### config.mk
export PLATFORM = sky130hd
export DESIGN_NAME = ach_mixer
export DESIGN_NICKNAME = d
export VERILOG_FILES = /design/src/hdl/ach_pkg.sv /design/src/hdl/ach_mixer.sv
export SDC_FILE = /design/constraint.sdc
export NUM_CORES = 1
export LEC_CHECK = 0
export ABC_CLOCK_PERIOD_IN_PS = 7700
export BUFFER_PORTS_ARGS = -buffer_cell sky130_fd_sc_hd__buf_2
export CAP_MARGIN = 5
export CORE_MARGIN = 1
export CORE_UTILIZATION = 32
export CTS_CLUSTER_SIZE = 8
export DETAILED_ROUTE_END_ITERATION = 8
export GPL_ROUTABILITY_DRIVEN = 0
export HOLD_SLACK_MARGIN = 0.05
export PLACE_DENSITY = 0.5
export SYNTH_ARGS = -nofsm -noshare
export SYNTH_HDL_FRONTEND = slang
export SYNTH_SLANG_ARGS = --single-unit
### constraint.sdc
create_clock -name clk -period 7.7 [get_ports clk]
set_clock_uncertainty 0.1 [all_clocks]
set_input_delay 2.31 -clock clk [delete_from_list [all_inputs] [get_ports clk]]
set_output_delay 2.31 -clock clk [all_outputs]
set_load 0.005 [all_outputs]
### src/hdl/ach_pkg.sv
// Package for the anchor consistent hash block: sizes, codes, request and
// result types, sequencer states and the mixer helpers.
// No dependencies.
package ach_pkg;

    localparam int CAPACITY = 1024;
    localparam int IDX_W    = 10;
    localparam int CNT_W    = 11;

    localparam logic [31:0] MIX_SEED = 32'hf1ea5eed;
    localparam int          MIX_ROT1 = 27;
    localparam int          MIX_ROT2 = 17;
    localparam int          MIX_INIT_ROUNDS = 3;

    localparam logic [1:0] FUNC_LOOKUP = 2'd0;
    localparam logic [1:0] FUNC_ADD    = 2'd1;
    localparam logic [1:0] FUNC_REMOVE = 2'd2;

    localparam logic [1:0] STAT_OK       = 2'd0;
    localparam logic [1:0] STAT_RANGE    = 2'd1;
    localparam logic [1:0] STAT_NO_FREE  = 2'd2;
    localparam logic [1:0] STAT_INACTIVE = 2'd3;

    localparam logic REG_TOTAL   = 1'b0;
    localparam logic REG_WORKING = 1'b1;

    typedef struct packed {
        logic [1:0]       func;
        logic [63:0]      key;
        logic [IDX_W-1:0] inst_id;
    } req_t;

    typedef struct packed {
        logic [IDX_W-1:0] instance_res;
        logic [IDX_W-1:0] bucket;
        logic [1:0]       status;
    } res_t;

    typedef struct packed {
        logic load;
        logic step;
    } mix_ctrl_t;

    typedef struct packed {
        logic             start;
        logic [31:0]      dividend;
        logic [CNT_W-1:0] divisor;
    } mod_ctrl_t;

    typedef enum logic [4:0] {
        ST_CLEAR,
        ST_IDLE,
        ST_DISPATCH,
        ST_LK_MIX,
        ST_LK_MODGO,
        ST_LK_MOD,
        ST_LK_CHKA,
        ST_LK_STEP,
        ST_LK_RDH,
        ST_LK_CHKH,
        ST_LK_SUCC,
        ST_LK_INST,
        ST_AD_CHK,
        ST_AD_WRW,
        ST_AD_FIN,
        ST_RM_CHK,
        ST_RM_WR,
        ST_RM_RD3,
        ST_RM_WR2,
        ST_DONE
    } state_t;

    function automatic logic [31:0] rotl(input logic [31:0] x, input int r);
        rotl = (x << r) | (x >> (32 - r));
    endfunction

endpackage

### src/hdl/ach_mixer.sv
// Four-word mixer state with one round per cycle while step is set.
// Depends on ach_pkg.
module ach_mixer (
    input  logic              clk,
    input  logic              rst_n,
    input  ach_pkg::mix_ctrl_t ctrl,
    input  logic [31:0]       seed,
    output logic [31:0]       d_out
);
    import ach_pkg::*;

    logic [31:0] a_reg, b_reg, c_reg, d_reg;
    logic [31:0] a_next, b_next, c_next, d_next;
    logic [31:0] e;

    always_comb
    begin
        e      = a_reg - rotl(b_reg, MIX_ROT1);
        a_next = a_reg;
        b_next = b_reg;
        c_next = c_reg;
        d_next = d_reg;
        if (ctrl.load)
        begin
            a_next = MIX_SEED;
            b_next = seed;
            c_next = seed;
            d_next = seed;
        end
        else if (ctrl.step)
        begin
            a_next = b_reg ^ rotl(c_reg, MIX_ROT2);
            b_next = c_reg + d_reg;
            c_next = d_reg + e;
            d_next = e + a_next;
        end
    end

    always_ff @(posedge clk or negedge rst_n)
    begin
        if (!rst_n)
        begin
            a_reg <= '0;
            b_reg <= '0;
            c_reg <= '0;
            d_reg <= '0;
        end
        else
        begin
            a_reg <= a_next;
            b_reg <= b_next;
            c_reg <= c_next;
            d_reg <= d_next;
        end
    end

    assign d_out = d_reg;
endmodule

# Word-level counts from Yosys, hierarchy flattened

Cells that the tools add are included.
W data, S select, Z words.

$add $sub $neg: 4
Muxes and demuxes: 8
Bitwise operators: 3
Reductions and logical operators: 1

Operator list:

| cell               | count |
|---|---|
| $mux W32           | 8 |
| $add A32 B32 Y32   | 3 |
| $or A32 B17 Y32    | 1 |
| $or A32 B27 Y32    | 1 |
| $sub A32 B32 Y32   | 1 |
| $xor A32 B32 Y32   | 1 |
| $reduce_bool A2 Y1 | 1 |

Bits in registers: 128
Output and inout port bits: 32
Logic and storage cells: 20

# Longest topological paths before layout

Depth after elaboration: 5
Depth in mapped cells: 24
Mapped depth without buffers: 23

# Worst setup path after synthesis

OpenSTA, ideal clock, no wires.

Path type: reg-to-reg
Start: register a_reg[0]
End: register d_reg[25], in the netlist d_out[25]
Setup time: 0.137 ns
Arrival: 4.494 ns
Setup slack: 2.969 ns
Stages on the path, launching flop included: 23
Cells stage by stage: dfrtp_1 -> inv_1 -> ha_1 -> inv_1 -> fa_1 -> a211oi_1 -> o21ai_0 -> a32oi_1 -> o21ai_0 -> a21o_1 -> a21o_1 -> a21o_1 -> a21oi_1 -> xnor2_1 -> ha_1 -> and3_1 -> nand2_1 -> o311ai_0 -> a21oi_1 -> o31ai_1 -> a21o_1 -> xnor2_1 -> a21oi_1

Longest elaborated chain between the ends: 4

RTL lines:

| element                  | line            | RTL |
|---|---|---|
| start: declaration       | ach_mixer.sv:12 | `logic [31:0] a_reg, b_reg, c_reg, d_reg;` |
| start signal: assignment | ach_mixer.sv:50 | `a_reg <= a_next;` |
| $sub A32 B32 Y32         | ach_mixer.sv:18 | `e = a_reg - rotl(b_reg, MIX_ROT1);` |
| $add A32 B32 Y32         | ach_mixer.sv:35 | `d_next = e + a_next;` |
| $mux W32                 | ach_mixer.sv:30 | `else if (ctrl.step)` |
| $mux W32                 | ach_mixer.sv:23 | `if (ctrl.load)` |
| end signal: assignment   | ach_mixer.sv:53 | `d_reg <= d_next;` |
| end: declaration         | ach_mixer.sv:12 |  |

Every way passes these cells. The select of a mux whose other input is x is not followed.
A chain may end at the register's enable or synchronous reset.

# Worst setup path in the final report

Start: register a_reg[0]
End: register d_reg[29], in the netlist d_out[29]

Same word-level chain as after synthesis.

==> impl_metrics.toml <==
[status]
status = "completed"

[logic_synthesis]
synth.distinct_cells = 64
ys_seq_area_share_pct = 27.0
ys_warn_count = 0
syn_area_per_cell_sq_um = 8.05
synth_area_leaders = "dfrtp_1 (27%), ha_1 (13%), a21oi_1 (7.5%)"
synth_top_area_share_pct = 27.0
synthTopCellsByCount = "a21oi_1 (178), nor2_1 (164), o21ai_0 (133)"
async_reset_ff_share_pct = 100
synth_nets = 1645
synth_ff_type = "dfrtp_1"
synth_largest_area_cell = "dfrtp_1"
netlist_area_sq_um = 11900
synthMostInstantiatedCell = "a21oi_1"
synth_edf_count = 0
ys_ff_latch = 128
syn_inst = 1477

[cells_and_area]
fin_area_sq_um = 13300
diodes = 0
area_growth_pct = 12.1
drive_gt1_share_pct = 8.26
nets = 1692

[cts]
cts_num_sinks = 128
path_clk_slew_ns = 0.07
clock_latency_ns = 0.45
cts_tree = "built"
cts_buffer_depth = 2
cts_hold_buf = 0
post_cts_buffers = 0
htreeDepth = 4
numCtsBuffers = 17
cts-resized-gates = 0
cts_root_buf = "clkbuf_16"

[global_routing]
grt_max_degree = 81
grt_pass1_wl_microns = 66500
grt_overflow = 0
grtUsageTotal_pct = 23.3
grt_pass1_vias = 10700
antenna_found_initial = 1

[sta]
fin_hold_ws_ns = 0.444
hold_viol_final = 0
worst_pin_slew_ns = 1.03
rsz0062_at_grt = "false"
fin_crit_sh_pct = 76.6
finalSetupTns_ns = 0
slew_headroom_pct = 30.5
finalSetupViolations = 0
min_period_ns = 5.89
finalMaxSlewViolations = 0
clock.fmax_mhz = 170

[critical_path]
worstPathRequired_ns = 7.92
slowest_stage = "o311ai_1"
path_buf_inv = 2
r2r_cells = 22
rr_endpoint = "d_out[29]"
crit_path_frequent_cell = "a21o_1"
max_stage_delay_ns = 0.85
end_kind = "flip-flop"
r2r_start = "a_reg[0]"
cp.arrival_ns = 6.11
worstSetupPathDepth = 22
regToRegSetupSlack_ns = 1.81
cpLargestDelayFamily = "compound AO/OA/AOI/OAI gates"
cp_max_fo = 5
cp-start-kind = "flip-flop"
worstSetupPathType = "flip-flop to flip-flop"
crit_chain = "inv_1 -> ha_1 -> inv_1 -> fa_1 -> a211oi_1 -> o21ai_0 -> a32oi_1 -> o21ai_0 -> a21o_1 -> a21o_1 -> a21o_1 -> a21oi_1 -> xnor2_1 -> ha_1 -> and3_1 -> nand2_1 -> o311ai_1 -> a31o_2 -> a211oi_1 -> o21bai_1 -> mux2i_1 -> nor3_1"

[min_path]
hold_start = "a_reg[31]"
min_to = "a_reg[31]"
hold_depth = 2
min_path_type = "flip-flop to flip-flop"

[floorplanning]
die_h_microns = 195
core_area_sq_um = 36600
floorplan.initialDensity_pct = 32.5
dieArea_sq_um = 37900
std_cell_rows = 70
die_x_microns = 195
ios = 68

[routing]
route.detailed.drc = 0
viasPerCell = 5.60
ant_nets = 0
vias = 11200
drt-wirelength-per-cell_microns = 21.8
drt_iter0_drc = 790
drt-pass1-iter-count = 5
wl_microns = 43700

[placed_design]
hpwl_microns = 34100
port_buffers = 67
dpl-instance-area_sq_um = 12700

[job]
maxCapViolations = 0
## cell usage in the layout, fill, tap and decap left out, types with 21 or more instances in the layout
master	instances
a21oi_1	178
nor2_1	163
o21ai_0	133
ha_1	128
dfrtp_1	128
nand2_1	111
xor2_1	77
buf_2	64
inv_1	63
xnor2_1	61
a21o_1	58
nor3_1	39
a211oi_1	26
o21a_1	25
nand3_1	23
o21bai_1	21
## tightest hold or removal path, cell delays in order, from the launching register on
cell and delay (ns):
dfrtp_1 0.36, o21ai_0 0.08, nand2_1 0.07
## final cells by class
cell class,instances,area [sq um]
Sequential cell,128,3200
Clock inverter,15,194
Fill cell,3833,23300
Clock buffer,17,425
Tap cell,468,586
Timing Repair Buffer,75,407
Inverter,65,244
Multi-Input combinational cell,1237,8260
## worst max path at each step
stage	start	to	slack [ns]
global placement	a_reg[0]	d_out[29]	2.09
CTS	a_reg[0]	d_out[29]	1.94
finish	a_reg[0]	d_out[29]	1.81
global route	a_reg[0]	d_out[29]	1.48
detailed placement	a_reg[0]	d_out[29]	1.99
floorplan	a_reg[0]	d_out[25]	2.97
## kinds of logic (layout without fill, tap and decap cells)
kind of cell	Yosys count	in the layout	share of synthesized area [%]
compound gates	530	530	27.7
mux	16	16	1.38
buf+inv	112	172	3.54
fa+ha+maj	132	132	14.2
flops	128	128	27.0
xor+xnor	139	139	10.4
simple gates	420	420	15.9
## metrics by stage
stage,util [%],instances,setup WS (ns)
after floorplan,-,1477,2.97
after global placement,34.7,1973,2.09
after detailed placement,34.7,1973,1.99
after CTS,36.4,2005,1.94
after global routing,36.4,2005,1.48
final,36.4,2005,1.81
## routing by layer
layer / track usage [%] / vias to the layer above / wire length (microns)
met4: 7.35 / 2 / 1070
met3: 3.57 / 52 / 2170
met5: 0 / - / 13
li1: - / 5430 / -
met1: 33.4 / 5391 / 21100
met2: 35.7 / 350 / 19300
Power is not shown: default switching activity piles up to over one toggle a cycle in this logic, so the estimate is an artifact.
