==> src/hdl/ach_pkg.sv <==
// Package for the anchor consistent hash block: sizes, codes, request and
// result types, sequencer states and the mixer helpers.
// No dependencies.
package ach_pkg;

    localparam int CAPACITY = 1024;
    localparam int IDX_W    = 10;
    localparam int CNT_W    = 11;

    localparam logic [31:0] MIX_SEED = 32'hf1ea5eed;
    localparam int          MIX_ROT1 = 27;
    localparam int          MIX_ROT2 = 17;
    localparam int          MIX_INIT_ROUNDS = 3;

    localparam logic [1:0] FUNC_LOOKUP = 2'd0;
    localparam logic [1:0] FUNC_ADD    = 2'd1;
    localparam logic [1:0] FUNC_REMOVE = 2'd2;

    localparam logic [1:0] STAT_OK       = 2'd0;
    localparam logic [1:0] STAT_RANGE    = 2'd1;
    localparam logic [1:0] STAT_NO_FREE  = 2'd2;
    localparam logic [1:0] STAT_INACTIVE = 2'd3;

    localparam logic REG_TOTAL   = 1'b0;
    localparam logic REG_WORKING = 1'b1;

    typedef struct packed {
        logic [1:0]       func;
        logic [63:0]      key;
        logic [IDX_W-1:0] inst_id;
    } req_t;

    typedef struct packed {
        logic [IDX_W-1:0] instance_res;
        logic [IDX_W-1:0] bucket;
        logic [1:0]       status;
    } res_t;

    typedef struct packed {
        logic load;
        logic step;
    } mix_ctrl_t;

    typedef struct packed {
        logic             start;
        logic [31:0]      dividend;
        logic [CNT_W-1:0] divisor;
    } mod_ctrl_t;

    typedef enum logic [4:0] {
        ST_CLEAR,
        ST_IDLE,
        ST_DISPATCH,
        ST_LK_MIX,
        ST_LK_MODGO,
        ST_LK_MOD,
        ST_LK_CHKA,
        ST_LK_STEP,
        ST_LK_RDH,
        ST_LK_CHKH,
        ST_LK_SUCC,
        ST_LK_INST,
        ST_AD_CHK,
        ST_AD_WRW,
        ST_AD_FIN,
        ST_RM_CHK,
        ST_RM_WR,
        ST_RM_RD3,
        ST_RM_WR2,
        ST_DONE
    } state_t;

    function automatic logic [31:0] rotl(input logic [31:0] x, input int r);
        rotl = (x << r) | (x >> (32 - r));
    endfunction

endpackage

==> src/hdl/ach_mod.sv <==
// Restoring remainder unit: 32-bit dividend modulo an 11-bit divisor,
// one quotient bit per cycle.
// Depends on ach_pkg.
module ach_mod (
    input  logic               clk,
    input  logic               rst_n,
    input  ach_pkg::mod_ctrl_t ctrl,
    output logic               done,
    output logic [ach_pkg::IDX_W-1:0] rem
);
    import ach_pkg::*;

    logic [31:0]      q_reg, q_next;
    logic [CNT_W-1:0] rem_reg, rem_next;
    logic [CNT_W-1:0] div_reg, div_next;
    logic [4:0]       cnt_reg, cnt_next;
    logic             busy_reg, busy_next;
    logic             done_reg, done_next;
    logic [CNT_W:0]   trial;

    always_comb
    begin
        q_next    = q_reg;
        rem_next  = rem_reg;
        div_next  = div_reg;
        cnt_next  = cnt_reg;
        busy_next = busy_reg;
        done_next = 1'b0;
        trial     = {rem_reg, q_reg[31]};
        if (ctrl.start)
        begin
            q_next    = ctrl.dividend;
            rem_next  = '0;
            div_next  = ctrl.divisor;
            cnt_next  = '0;
            busy_next = 1'b1;
        end
        else if (busy_reg)
        begin
            q_next = {q_reg[30:0], 1'b0};
            if (trial >= {1'b0, div_reg})
            begin
                rem_next = CNT_W'(trial - {1'b0, div_reg});
            end
            else
            begin
                rem_next = trial[CNT_W-1:0];
            end
            cnt_next = cnt_reg + 5'd1;
            if (cnt_reg == 5'd31)
            begin
                busy_next = 1'b0;
                done_next = 1'b1;
            end
        end
    end

    always_ff @(posedge clk or negedge rst_n)
    begin
        if (!rst_n)
        begin
            busy_reg <= 1'b0;
            done_reg <= 1'b0;
            cnt_reg  <= '0;
        end
        else
        begin
            busy_reg <= busy_next;
            done_reg <= done_next;
            cnt_reg  <= cnt_next;
        end
    end

    always_ff @(posedge clk)
    begin
        q_reg   <= q_next;
        rem_reg <= rem_next;
        div_reg <= div_next;
    end

    assign done = done_reg;
    assign rem  = rem_reg[IDX_W-1:0];
endmodule

==> config.mk <==
export PLATFORM = sky130hd
export DESIGN_NAME = ach_mod
export DESIGN_NICKNAME = d
export VERILOG_FILES = /design/src/hdl/ach_pkg.sv /design/src/hdl/ach_mod.sv
export SDC_FILE = /design/constraint.sdc
export NUM_CORES = 1
export LEC_CHECK = 0
export BUFFER_PORTS_ARGS = -buffer_cell sky130_fd_sc_hd__buf_4
export CAP_MARGIN = 20
export CORE_MARGIN = 10
export CORE_UTILIZATION = 56
export CTS_CLUSTER_DIAMETER = 80
export CTS_CLUSTER_SIZE = 30
export DETAILED_ROUTE_END_ITERATION = 7
export PLACE_DENSITY = 0.85
export SLEW_MARGIN = 20
export SYNTH_ARGS = -nofsm -noshare
export SYNTH_HDL_FRONTEND = slang
export SYNTH_SLANG_ARGS = --single-unit
==> constraint.sdc <==
create_clock -name clk -period 3.1 [get_ports clk]
set_clock_uncertainty 0.05 [all_clocks]
set_input_delay 0.465 -clock clk [delete_from_list [all_inputs] [get_ports clk]]
set_output_delay 0.465 -clock clk [all_outputs]
set_load 0.1 [all_outputs]
; ---- Word level (Yosys, flattened, before mapping)
; Index checks and enable logic that the tools add are counted.
[word_totals]
register_bits = 61
word_cells = 22
[classes]
addsub = 2
order_cmp = 1
n_eq_ne = 1
mux = 11
n_reduce_logical = 1
[ops]
columns = cell, count
row1 = 2-to-1 mux 32 bit, 2
row2 = greater-or-equal comparator 12 x 11 -> 1 bit, 1
row3 = 2-to-1 mux 11 bit, 1
row4 = subtractor 11 bit, 1
row5 = 2-to-1 mux 5 bit, 2
row6 = 2-to-1 mux 1 bit, 6
row7 = "adder 5 x 1 -> 5 bit, second input constant", 1
row8 = "equality test 5 bit, second input constant", 1
row9 = nonzero test 2 bit, 1

; ---- Logic depth before layout (Yosys ltp)
; Gate-level depths: netlist (run 1).
[logic_depth]
ltp_word = 4
mapped_depth = 10
ltp_nobuf = 9

; ---- Worst setup path before layout (run 1)
; Ideal clock, no wire load.
[synth_timing]
path_type = reg2reg
start = register div_reg[0]
end = register rem_reg[6]
setup_time_ps = 91
arrival_ps = 2217
slack_ps = 742
path_stages_with_launch = 9
synth_period_minus_slack_ps = 2358
path_cell_list = edfxtp_1 > ha_1 > fa_1 > nand2b_1 > a21oi_1 > o2111a_1 > nor2_1 > or3b_1 > a311oi_1
[synth_between]
elab_chain_cells = 2
elab_cells_between_ends = 3
cone_classes = add/sub (1) / order compare (1) / mux (1)
[synth_lines]
columns = item, line
row1 = from (decl), ach_mod.sv:15  ; logic [CNT_W-1:0] div_reg, div_next;
row2 = from (signal assigned), ach_mod.sv:78  ; div_reg <= div_next;
row3 = subtractor 11 bit / greater-or-equal comparator 12 x 11 -> 1 bit (equally long branches), "ach_mod.sv:43, ach_mod.sv:41"
row4 = 2-to-1 mux 11 bit (*), ach_mod.sv:41  ; if (trial >= {1'b0, div_reg})
row5 = to (signal assigned), ach_mod.sv:77  ; rem_reg <= rem_next;
row6 = to (decl), ach_mod.sv:14  ; logic [CNT_W-1:0] rem_reg, rem_next;
; Every way passes the cells marked *; elsewhere a longest branch is shown, timed or not.
; A chain may end at the register's enable or synchronous reset.

; ---- Final worst setup path (run 1)
[layout_timing]
start = register q_reg[31]
end = register rem_reg[6]
[layout_between]
elab_chain_cells = 2
elab_cells_between_ends = 3
cone_classes = add/sub (1) / order compare (1) / mux (1)
[layout_lines]
columns = item, line
row1 = from (decl), ach_mod.sv:13  ; logic [31:0] q_reg, q_next;
row2 = from (signal assigned), ach_mod.sv:76  ; q_reg <= q_next;
row3 = subtractor 11 bit / greater-or-equal comparator 12 x 11 -> 1 bit (equally long branches), "ach_mod.sv:43, ach_mod.sv:41"
row4 = 2-to-1 mux 11 bit (*), ach_mod.sv:41
; Marks and branches as above.

==> metrics, run 1 <==
vias in the first global route=2125; total wire length=6.164 mm; Hold Path Stages=1; power share of the clock group=24.6%; Sequential Power Share=a little over a third; via count=2089; Detailed Place HPWL=roughly 4.5 mm; first-pass detailed-route iteration total=4; multi-input logic area=1284 um^2; Synth cell types=50; worst path bufs/invs=1; Reg2Reg Setup Slack=approximately 0.56 ns; row count=27; gpl congestion=0.8662; setup TNS=0 ns; RSZ-0062 raised after global routing=false; area post-placement=3563 um^2; initial DRC count=between 100 and 150; P_leak=0.001656 uW; n_diodes=0; worst setup path startpoint=q_reg[31]$_DFFE_PP_; worst endpoint data arrival time=2.74 ns; Pwr Density=769.9 nW/um^2; Int Pwr=1818 uW; Crit path depth=9; Post-synth EDFFs=43; max reg flops=32; Clk pin slew, worst setup/hold paths=0.07 ns; Max Slew Vio Count=0; Filler cells=424; Finished Cell Area=3775 um^2; Reg2Reg Capture Point=rem_reg[6]$_SDFFE_PP0P_; sw frac=a little under two fifths; clk root buf=clkbuf_8; DR WL met3=532 um; CP max stage cell=fa_1; top_reg_cell synth=edfxtp_1; initial antenna violation count=0; fin cells=391; DR DRC count=0; Min Hold Slack=0.2451 ns; flop and latch count out of synthesis=61; syn_area_per_cell=roughly 12 um^2; Overall Global Routing Usage=14.79%; WS Path Type=flip-flop to flip-flop; cells on worst reg2reg path=9; postcts setup bufs=0; critical path endpoint=rem_reg[6]$_SDFFE_PP0P_; Clk Latency, worst-skew pair=0.34 ns; hold violation count in the final report=0; worst r2r src=q_reg[31]$_DFFE_PP_; vias per inst=5.343; Chip Height=95.10 um; crit-path max cell delay=approximately 0.4 ns; clock tree buffer depth=2; top cell type's share of synthesized area=40.89%; Die ar.=approximately 9000 um^2; gr ovfl total=0; Hold Path Class=primary input to flip-flop; htree depth=3; post-route minimum period=roughly 2.5 ns; Metal-1 WL=2.616 mm; layout cells sized above 1=33.86%; first-pass GRT wire length=10.25 mm; crit-path cells=inv_1 > ha_1 > fa_1 > nand2b_1 > a21oi_1 > o2111a_1 > nor2_1 > or3b_1 > a311oi_1; final core occ=between 60% and 70%; worst-path fanout max=4; critical path's top delay family=compound AO/OA/AOI/OAI gates; WP data required=3.30 ns; CTS buffer count=9; sw power=1089 uW; post-synth net total=323; VDD IR max=between 0.0006 and 0.0007 V; Seq/Total Area, Yosys=53.41%; crit start category=flip-flop; I/O pins=57; Seq. cell area=1687 um^2; initial core utilization=57.70%; Synth area leaders=edfxtp_1 41%, mux2_2 11%, dfxtp_1 7.0%, dfrtp_1 5.5%, ha_1 5.2%; largest net degree at the start of global routing=37; # placed instances=about 370; Core Region=5473 um^2; Achievable Freq=0.3938 GHz; crit end category=flip-flop; port bufs=56; mapped cell area=about 3200 um^2; Comb pwr share=38.8%; Final ANT Viol Nets=0; final setup vio count=0; Max-Cap Viols=0; WL/cell=15.76 um; Rel. slew slack=between 70% and 80%; DR top layer=met4; # nets final=374; Area growth, synth to finish=19.53%; outcome=finished, final reports clean; met2 routed WL=2.880 mm; die width=95.10 um; Ys Warns=0; CTS tree=built; Synth area leader=edfxtp_1; Tcrit/Tclk final=81.92%; Least-Margin Pin Slew=0.4257 ns; async set-or-reset flop fraction in the synthesized netlist=11.48%; Sink Count=61; Syn Inst Count=263
-- worst min path at each step --
stage | start | slack, ns | to
global placement | rst_n | 0.23 | cnt_reg[0]$_DFFE_PN0P_
finish | ctrl[8] | 0.25 | div_reg[8]$_DFFE_PP_
CTS | ctrl[8] | 0.23 | div_reg[8]$_DFFE_PP_
floorplan | rst_n | 0.12 | busy_reg$_DFF_PN0_
detailed placement | rst_n | 0.23 | cnt_reg[0]$_DFFE_PN0P_
global route | ctrl[8] | 0.23 | div_reg[8]$_DFFE_PP_
-- area by class of cell --
type | count | area share (%)
clock buffers | 12 | 4.110
clock inverters | 4 | 1.226
multi-input cells | 166 | 34.01
well taps | 72 | 2.386
repair buffers | 60 | 12.00
flip-flops and latches | 61 | 44.68
inverters | 16 | 1.591
-- power groups by stage --
| stage | Sequential [uW] | Combinational (uW) | Clock [uW] |
|---|---|---|---|
| after global placement | 1080 | 1110 | 0 |
| final | 1060 | 1130 | 714 |
| after floorplan | 1060 | 988 | 0 |
| after CTS | 1070 | 1130 | 728 |
| after global routing | 1080 | 1230 | 763 |
| after detailed placement | 1080 | 1130 | 0 |
-- synth_stat cells (7+ instances only) --
library cell / number
o21ai_0: 11
mux2_2: 32
a21oi_1: 8
dfxtp_1: 11
ha_1: 13
buf_4: 10
inv_1: 16
nor2_1: 27
mux2i_1: 8
nand2_1: 12
edfxtp_1: 43
dfrtp_1: 7
-- repair_timing --
action                                 CTS  global route
endpoints found under the hold margin    7             0
hold buffers                             1             0
gates resized for setup                  0             0
-- layer usage --
| layer | vias to the layer above | GRT usage (%) |
|---|---|---|
| li1 | 1052 | - |
| met1 | 973 | 17.69 |
| met2 | 51 | 21.99 |
| met3 | 13 | 6.599 |
| met4 | 0 | 7.855 |
| met5 | - | 0 |
-- through the flow --
stage / total power, uW / setup slack, ns
floorplan: 2046 / 0.7417
global placement: 2186 / 0.6596
detailed placement: 2209 / 0.5897
CTS: 2926 / 0.5665
global route: 3075 / 0.4134
finish: 2906 / 0.5605
-- cell usage in the layout, fill, tap and decap left out, types with 2 or more instances in the layout --
cell and instances:
a211o_1 2, a211oi_1 2, a21o_1 3, a21oi_1 8
a311oi_1 2, and3_1 3, buf_4 59, clkbuf_8 11
dfrtp_1 7, dfxtp_1 11, edfxtp_1 43, ha_1 13
inv_1 16, mux2_2 32, mux2i_1 8, nand2_1 12
nand2b_1 2, nand3b_1 2, nor2_1 27, nor2b_1 3
nor3_1 3, o211ai_1 2, o21a_1 2, o21ai_0 11
o31ai_1 2, xnor2_1 3, xor2_1 3
-- cells by family after synthesis --
kind of cell / Yosys count / share of synthesized area (%)
simple gates: 63 / 9.984
buf+inv: 36 / 5.943
mux: 40 / 13.95
fa+ha+maj: 14 / 5.785
compound gates: 43 / 9.271
xor+xnor: 6 / 1.664
flops: 61 / 53.41
Power figures use the tool's default switching activity.
==> run 2, diff against run 1 <==
- CORE_UTILIZATION: 56 -> 50
- PLACE_DENSITY: 0.85 -> 0.81
- clock period: 3.1 -> 2.3 ns (I/O delays scaled with it)
==> run 2 against run 1 <==
Net effect: sequential share of layout area decreased by 4.1 points; hold slack got worse by 0.13 ns; routed wire length increased by 22%; sequential cell count unchanged; combinational power increased by 85%; register-to-register slack got worse by 0.60 ns; cell area increased by 10%; worst setup slack got worse by 0.60 ns; the run now ends with setup timing left; first-iteration DRC count increased by 25%; die area increased by 9.4%; largest power group unchanged; clock-buffer cell count decreased by 2; cell count increased by 8.2%.
==> metrics, run 2 (synthesized netlist as in run 1, its figures left out) <==
worst setup path startpoint=div_reg[9]$_DFFE_PP_ (was q_reg[31]$_DFFE_PP_); crit start category=flip-flop (unchanged); row count=28 (was 27); Tcrit/Tclk final=101.7% (was 81.92%); Least-Margin Pin Slew=0.5055 ns (was 0.4257 ns); Pwr Density=1127 nW/um^2 (was 769.9 nW/um^2); sw power=1740 uW (was 1089 uW); Achievable Freq=0.4277 GHz (was 0.3938 GHz); port bufs=56 (unchanged); Filler cells=446 (was 424); htree depth=3 (unchanged); via count=2317 (was 2089); # placed instances=398 (was 374); Clk pin slew, worst setup/hold paths=0.07 ns (about the same); Finished Cell Area=4154 um^2 (was 3775 um^2); CTS tree=built (unchanged); largest net degree at the start of global routing=33 (was 37); dpl ws=-0.03309 ns (was 0.5897 ns); VDD IR max=0.001044 V (was 0.0006809 V); Chip Height=99.48 um (was 95.10 um); area post-placement=3741 um^2 (was 3563 um^2); clock tree buffer depth=2 (unchanged); die width=99.48 um (was 95.10 um); Hold Path Class=primary input to flip-flop (unchanged); initial DRC count=132 (was 106); Die ar.=9895 um^2 (was 9043 um^2); first-pass detailed-route iteration total=4 (unchanged); Comb pwr share=44.6% (was 38.8%); Rel. slew slack=66.18% (was 71.62%); I/O pins=57 (unchanged); WS Path Type=flip-flop to flip-flop (unchanged); most used cells in the layout excluding fill and tap cells=83 x buf_4, 43 x edfxtp_1, 31 x mux2_2 (was 59 x buf_4, 43 x edfxtp_1, 32 x mux2_2); Overall Global Routing Usage=14.86% (was 14.79%); Sequential Power Share=30.5% (was 36.6%); Reg2Reg Capture Point=rem_reg[9]$_SDFFE_PP0P_ (was rem_reg[6]$_SDFFE_PP0P_); gr ovfl total=0 (unchanged); worst endpoint data arrival time=2.56 ns (was 2.74 ns); Max Slew Vio Count=0 (unchanged); DR top layer=met4 (unchanged); initial core utilization=52.41% (was 57.70%); cells on worst reg2reg path=9 (unchanged); Final ANT Viol Nets=0 (unchanged); n_diodes=0 (unchanged); sw frac=37.18% (was 37.46%); first-pass GRT wire length=11.68 mm (was 10.25 mm); violated checks=setup timing; P_leak=0.001841 uW (was 0.001656 uW); met2 routed WL=3.524 mm (was 2.880 mm); DR DRC count=0 (unchanged); critical path endpoint=rem_reg[9]$_SDFFE_PP0P_ (was rem_reg[6]$_SDFFE_PP0P_); Detailed Place HPWL=5.017 mm (was 4.468 mm); clk root buf=clkbuf_8 (unchanged); Max-Cap Viols=0 (unchanged); hold violation count in the final report=0 (unchanged); multi-input logic area=1376 um^2 (was 1284 um^2); WP data required=2.53 ns (was 3.30 ns); max reg flops=32 (unchanged); Core Region=6026 um^2 (was 5473 um^2); gpl congestion=0.9008 (was 0.8662); worst-path fanout max=5 (was 4); outcome=complete, but fails checks (was finished, final reports clean); vias per inst=5.478 (was 5.343); worst r2r src=div_reg[9]$_DFFE_PP_ (was q_reg[31]$_DFFE_PP_); crit end category=flip-flop (unchanged); Area growth, synth to finish=31.54% (was 19.53%); CTS buffer count=9 (unchanged); DR WL met3=692 um (was 532 um); final setup vio count=3 (was 0); RSZ-0062 raised after global routing=true (was false); Metal-1 WL=3.034 mm (was 2.616 mm); Sink Count=61 (unchanged); power share of the clock group=24.8% (was 24.6%); # nets final=403 (was 374); total wire length=7.490 mm (was 6.164 mm); layout cells sized above 1=44.25% (was 33.86%); fin cells=423 (was 391); vias in the first global route=2435 (was 2125); commonest non-fill, non-tap cell in the layout=buf_4 (unchanged); worst setup margin=-0.03829 ns (was 0.5605 ns); WL/cell=17.71 um (was 15.76 um); Seq. cell area=1687 um^2 (unchanged); post-route minimum period=2.338 ns (was 2.540 ns); Int Pwr=2940 uW (was 1818 uW); initial antenna violation count=0 (unchanged); Reg2Reg Setup Slack=-0.04 ns (was 0.56 ns); Clk Latency, worst-skew pair=0.35 ns (was 0.34 ns)
## run 2: cell types whose count changed in the layout (fill, tap and decap cells not counted), sizes merged
cell and delta:
buf +29, clkinv +1, bufinv +2, clkbuf -2, clkinvlp -1
## run 2: final cells by class
class	instances	share of cell area (%)
clock buffer	10	3.072
clock inverter	6	2.681
inverter	16	1.446
multi-input combinational	166	33.13
sequential	61	40.60
tap	75	2.259
timing repair buffer	89	16.81
## run 2: worst min path at each step
| stage | cells past startpoint | to | start |
|---|---|---|---|
| CTS | 1 | div_reg[3]$_DFFE_PP_ | ctrl[3] |
| global route | 1 | div_reg[7]$_DFFE_PP_ | ctrl[7] |
| detailed placement | 1 | cnt_reg[0]$_DFFE_PN0P_ | rst_n |
| floorplan | 0 | busy_reg$_DFF_PN0_ | rst_n |
| finish | 1 | div_reg[8]$_DFFE_PP_ | ctrl[8] |
| global placement | 1 | cnt_reg[1]$_DFFE_PN0P_ | rst_n |
## run 2: repair_timing
| item | in CTS | in global routing |
|---|---|---|
| pin swaps | 3 | 13 |
| buffers inserted | 0 | 8 |
| endpoints found under the setup margin | 3 | 11 |
| hold endpoints to repair | 7 | 0 |
| hold buffers | 1 | 0 |
| gates resized for setup | 6 | 23 |
## run 2: critical path: stages, from the launching register on
cell	delay, ns
edfxtp_1	0.39
inv_2	0.08
ha_4	0.20
a21o_1	0.17
a211o_1	0.29
a211o_1	0.32
or2_4	0.30
buf_6	0.13
a41o_1	0.20
a211oi_2	0.14
## run 2: per-stage QoR
stage	total power [uW]	hold slack, ns	utilization [%]	setup TNS [ns]
final	4680	0.1193	68.94	-0.07851
after global routing	4888	0.1130	68.94	-0.8215
after CTS	4362	0.09988	66.65	-0.009242
after detailed placement	3156	0.1165	62.08	-0.05903
after global placement	3117	0.1115	62.08	0
after floorplan	2766	-0.0005911	-	0
## run 2: power groups by stage
| stage | Combinational, uW | Clock (uW) | Sequential, uW |
|---|---|---|---|
| global route | 2220 | 1220 | 1450 |
| CTS | 1760 | 1180 | 1420 |
| floorplan | 1340 | 0 | 1430 |
| global placement | 1680 | 0 | 1440 |
| finish | 2090 | 1160 | 1430 |
| detailed placement | 1710 | 0 | 1440 |
## run 2: layer usage
metal	global-route usage, %	vias up
li1	-	1115
met1	16.75	1100
met2	22.80	81
met3	6.644	21
met4	8.710	0
met5	0	-
==> run 3, diff against run 2 <==
- ABC_AREA: default -> 1
- CORE_UTILIZATION: 50 -> 51
- TNS_END_PERCENT: default -> 10
==> run 3 against run 2 <==
Net effect: the flow now finishes without violations; sequential cell count is the same; die area grew 5.9%; total power grew 1.9%; clock-buffer cell count grew 2; critical path type unchanged; highest routed layer unchanged.
==> metrics, run 3 <==
outcome=finished, final reports clean (was complete, but fails checks); via count=2710 (was 2317); Die ar.=10480 um^2 (was 9895 um^2); Max-Cap Viols=0 (unchanged); VDD IR max=0.0005189 V (was 0.001044 V); CTS buffer count=9 (unchanged); Syn Inst Count=410 (was 263); worst-path fanout max=12 (was 5); most frequent cell after synthesis=nand2_1 (was edfxtp_1); cts hold-fix bufs=1 (unchanged); row count=29 (was 28); first-pass detailed-route iteration total=5 (was 4); top_reg_cell synth=edfxtp_1 (unchanged); crit start category=flip-flop (unchanged); die width=102.4 um (was 99.48 um); Synth area leaders=edfxtp_1 37%, nand2_1 17%, dfxtp_1 6.4%, inv_1 5.9%, dfrtp_1 5.1% (was edfxtp_1 41%, mux2_2 11%, dfxtp_1 7.0%, dfrtp_1 5.5%, ha_1 5.2%); clk root buf=clkbuf_8 (unchanged); port bufs=56 (unchanged); Clk Latency, worst-skew pair=0.33 ns (was 0.35 ns); Hold Path Class=primary input to flip-flop (unchanged); layout cells sized above 1=23.16% (was 44.25%); Synth Area in XOR/XNOR=0.7595% (was 1.664%); Synth cell types=35 (was 50); most instantiated cells after synthesis=156 x nand2_1, 54 x inv_1, 43 x edfxtp_1 (was 43 x edfxtp_1, 32 x mux2_2, 27 x nor2_1); Reg2Reg Setup Slack=0.24 ns (was -0.04 ns); HP Start=ctrl[0] (was ctrl[8]); commonest non-fill, non-tap cell in the layout=nand2_1 (was buf_4); Int Pwr=2696 uW (was 2940 uW); WHS Endpoint=div_reg[0]$_DFFE_PP_ (was div_reg[8]$_DFFE_PP_); CTS-repair resized insts=0 (was 6); top cell type's share of synthesized area=37.32% (was 40.89%); setup TNS=0 ns (was -0.07851 ns); # nets final=517 (was 403); Synth area leader=edfxtp_1 (unchanged); post-route minimum period=2.062 ns (was 2.338 ns); Final ANT Viol Nets=0 (unchanged); postcts setup bufs=0 (unchanged); vias per inst=5.028 (was 5.478); Compound-Gate Fraction of Synth Area=2.495% (was 9.271%); total wire length=7.252 mm (was 7.490 mm); Reg2Reg Capture Point=rem_reg[0]$_SDFFE_PP0P_ (was rem_reg[9]$_SDFFE_PP0P_); final core occ=62.81% (was 68.94%); WS Path Type=flip-flop to flip-flop (unchanged); P_leak=0.002084 uW (was 0.001841 uW); DR DRC count=0 (unchanged); CTS tree=built (unchanged); Ys Warns=0 (unchanged); worst endpoint data arrival time=2.21 ns (was 2.56 ns); Area growth, synth to finish=17.25% (was 31.54%); n_diodes=0 (unchanged); cells on worst reg2reg path=13 (was 9); Sink Count=61 (unchanged); gpl congestion=0.9169 (was 0.9008); async set-or-reset flop fraction in the synthesized netlist=11.48% (unchanged); Comb pwr share=46.8% (was 44.6%); initial core utilization=53.56% (was 52.41%); Hold Path Stages=1 (unchanged); Post-synth EDFFs=43 (unchanged); Chip Height=102.4 um (was 99.48 um); sw power=2072 uW (was 1740 uW); Seq/Total Area, Yosys=48.75% (was 53.41%); vias in the first global route=2811 (was 2435); flop and latch count out of synthesis=61 (unchanged); Rel. slew slack=40.89% (was 66.18%); mapped cell area=3460 um^2 (was 3158 um^2); mux contribution to synthesized area=0% (was 13.95%); max reg flops=32 (unchanged); Overall Global Routing Usage=14.87% (was 14.86%); crit end category=flip-flop (unchanged); Pwr Density=1176 nW/um^2 (was 1127 nW/um^2); I/O pins=57 (unchanged); simple-gate area share of the yosys netlist=31.07% (was 9.984%); Least-Margin Pin Slew=0.8857 ns (was 0.5055 ns); largest family of logic cells by synthesized area=simple AND/OR/NAND/NOR gates (was multiplexers); Core Region=6459 um^2 (was 6026 um^2); Synth Area in Adders=5.280% (was 5.784%); gr ovfl total=0 (unchanged); Filler cells=533 (was 446); power share of the clock group=22.3% (was 24.8%); most used cells in the layout excluding fill and tap cells=156 x nand2_1, 58 x buf_4, 54 x inv_1 (was 83 x buf_4, 43 x edfxtp_1, 31 x mux2_2); largest net degree at the start of global routing=39 (was 33); clock tree buffer depth=2 (unchanged); Detailed Place HPWL=5.444 mm (was 5.017 mm); RSZ-0062 raised after global routing=false (was true); WP data required=2.45 ns (was 2.53 ns); Max Slew Vio Count=0 (unchanged); final setup vio count=0 (was 3); worst r2r src=q_reg[31]$_DFFE_PP_ (was div_reg[9]$_DFFE_PP_); syn_area_per_cell=8.438 um^2 (was 12.01 um^2); first-pass GRT wire length=12.34 mm (was 11.68 mm); Sequential Power Share=30.9% (was 30.5%); Tcrit/Tclk final=89.65% (was 101.7%); hold violation count in the final report=0 (unchanged); sw frac=43.46% (was 37.18%); Achievable Freq=0.4850 GHz (was 0.4277 GHz); Clk pin slew, worst setup/hold paths=0.07 ns (about the same); post-synth net total=470 (was 323); htree depth=3 (unchanged); WL/cell=13.45 um (was 17.71 um); worst setup path startpoint=q_reg[31]$_DFFE_PP_ (was div_reg[9]$_DFFE_PP_); initial antenna violation count=0 (unchanged); initial DRC count=213 (was 132)
[run 3: changes by cell type after synthesis, sizes merged, moves of 13 or more]
cell   before  now
mux2       32    0
nand3       1   27
nand2      12  172
nand4       1   14
inv        16   60
nor2       27   13
[run 3: metal layers]
metal  vias to the layer above  part of all wire, %  wire length, um  GRT usage, %
li1                       1383                    -                -             -
met1                      1231                   44             3185         17.87
met2                        90                   47             3432         23.60
met3                         6                  8.0              581         5.668
met4                         0                 0.73               53         5.857
met5                         -                    0                0             0
[run 3: layout make-up]
type	instances	area, um^2	area share (%)
Sequential cell	61	1687	41.58
Multi-Input combinational cell	264	1370	33.78
Timing Repair Buffer	59	445.4	10.98
Inverter	62	232.7	5.737
Clock buffer	12	155.1	3.825
Tap cell	77	96.34	2.375
Clock inverter	4	70.07	1.727
[run 3: per-stage QoR]
stage	instances	setup slack, ns	hold WS [ns]	cell area (um^2)	total power, uW
after global placement	522	0.3112	0.1103	3821	3659
after detailed placement	522	0.2546	0.1131	3821	3702
final	539	0.2381	0.1381	4056	4769
after global routing	539	0.08213	0.1165	4056	5066
after CTS	539	0.2330	0.1232	4056	4786
after floorplan	410	0.4293	-0.0005911	3460	3435
[run 3: critical path, stage by stage (launching register included)]
cell,delay [ns]
edfxtp_1,0.32
inv_1,0.05
ha_1,0.22
fa_1,0.41
inv_2,0.10
nand2_2,0.05
nand2_2,0.07
nand2_2,0.06
nand2_2,0.07
nand2_4,0.12
nand3_4,0.20
nand2_1,0.08
nand3_1,0.07
o21ai_1,0.06
[run 3: cells by family (layout without fill, tap and decap cells)]
family,after synthesis,after routing
DFF,61,61
xor gates and xnor gates,3,3
and+or+nand+nor,233,233
adders and majority gates,14,14
buffers and inverters,85,137
AOI/OAI and AO/OA,14,14
[run 3: how the worst max path moves through the flow]
stage | end
after detailed placement | rem_reg[0]$_SDFFE_PP0P_
after global placement | rem_reg[0]$_SDFFE_PP0P_
after CTS | rem_reg[7]$_SDFFE_PP0P_
after floorplan | rem_reg[2]$_SDFFE_PP0P_
after global routing | rem_reg[0]$_SDFFE_PP0P_
final | rem_reg[0]$_SDFFE_PP0P_
[run 3: power groups by stage]
stage,Clock [uW],Combinational (uW),Sequential [uW]
after floorplan,0,1990,1440
after global placement,0,2170,1490
after detailed placement,0,2210,1490
after CTS,1080,2230,1470
after global routing,1140,2440,1490
final,1060,2230,1470
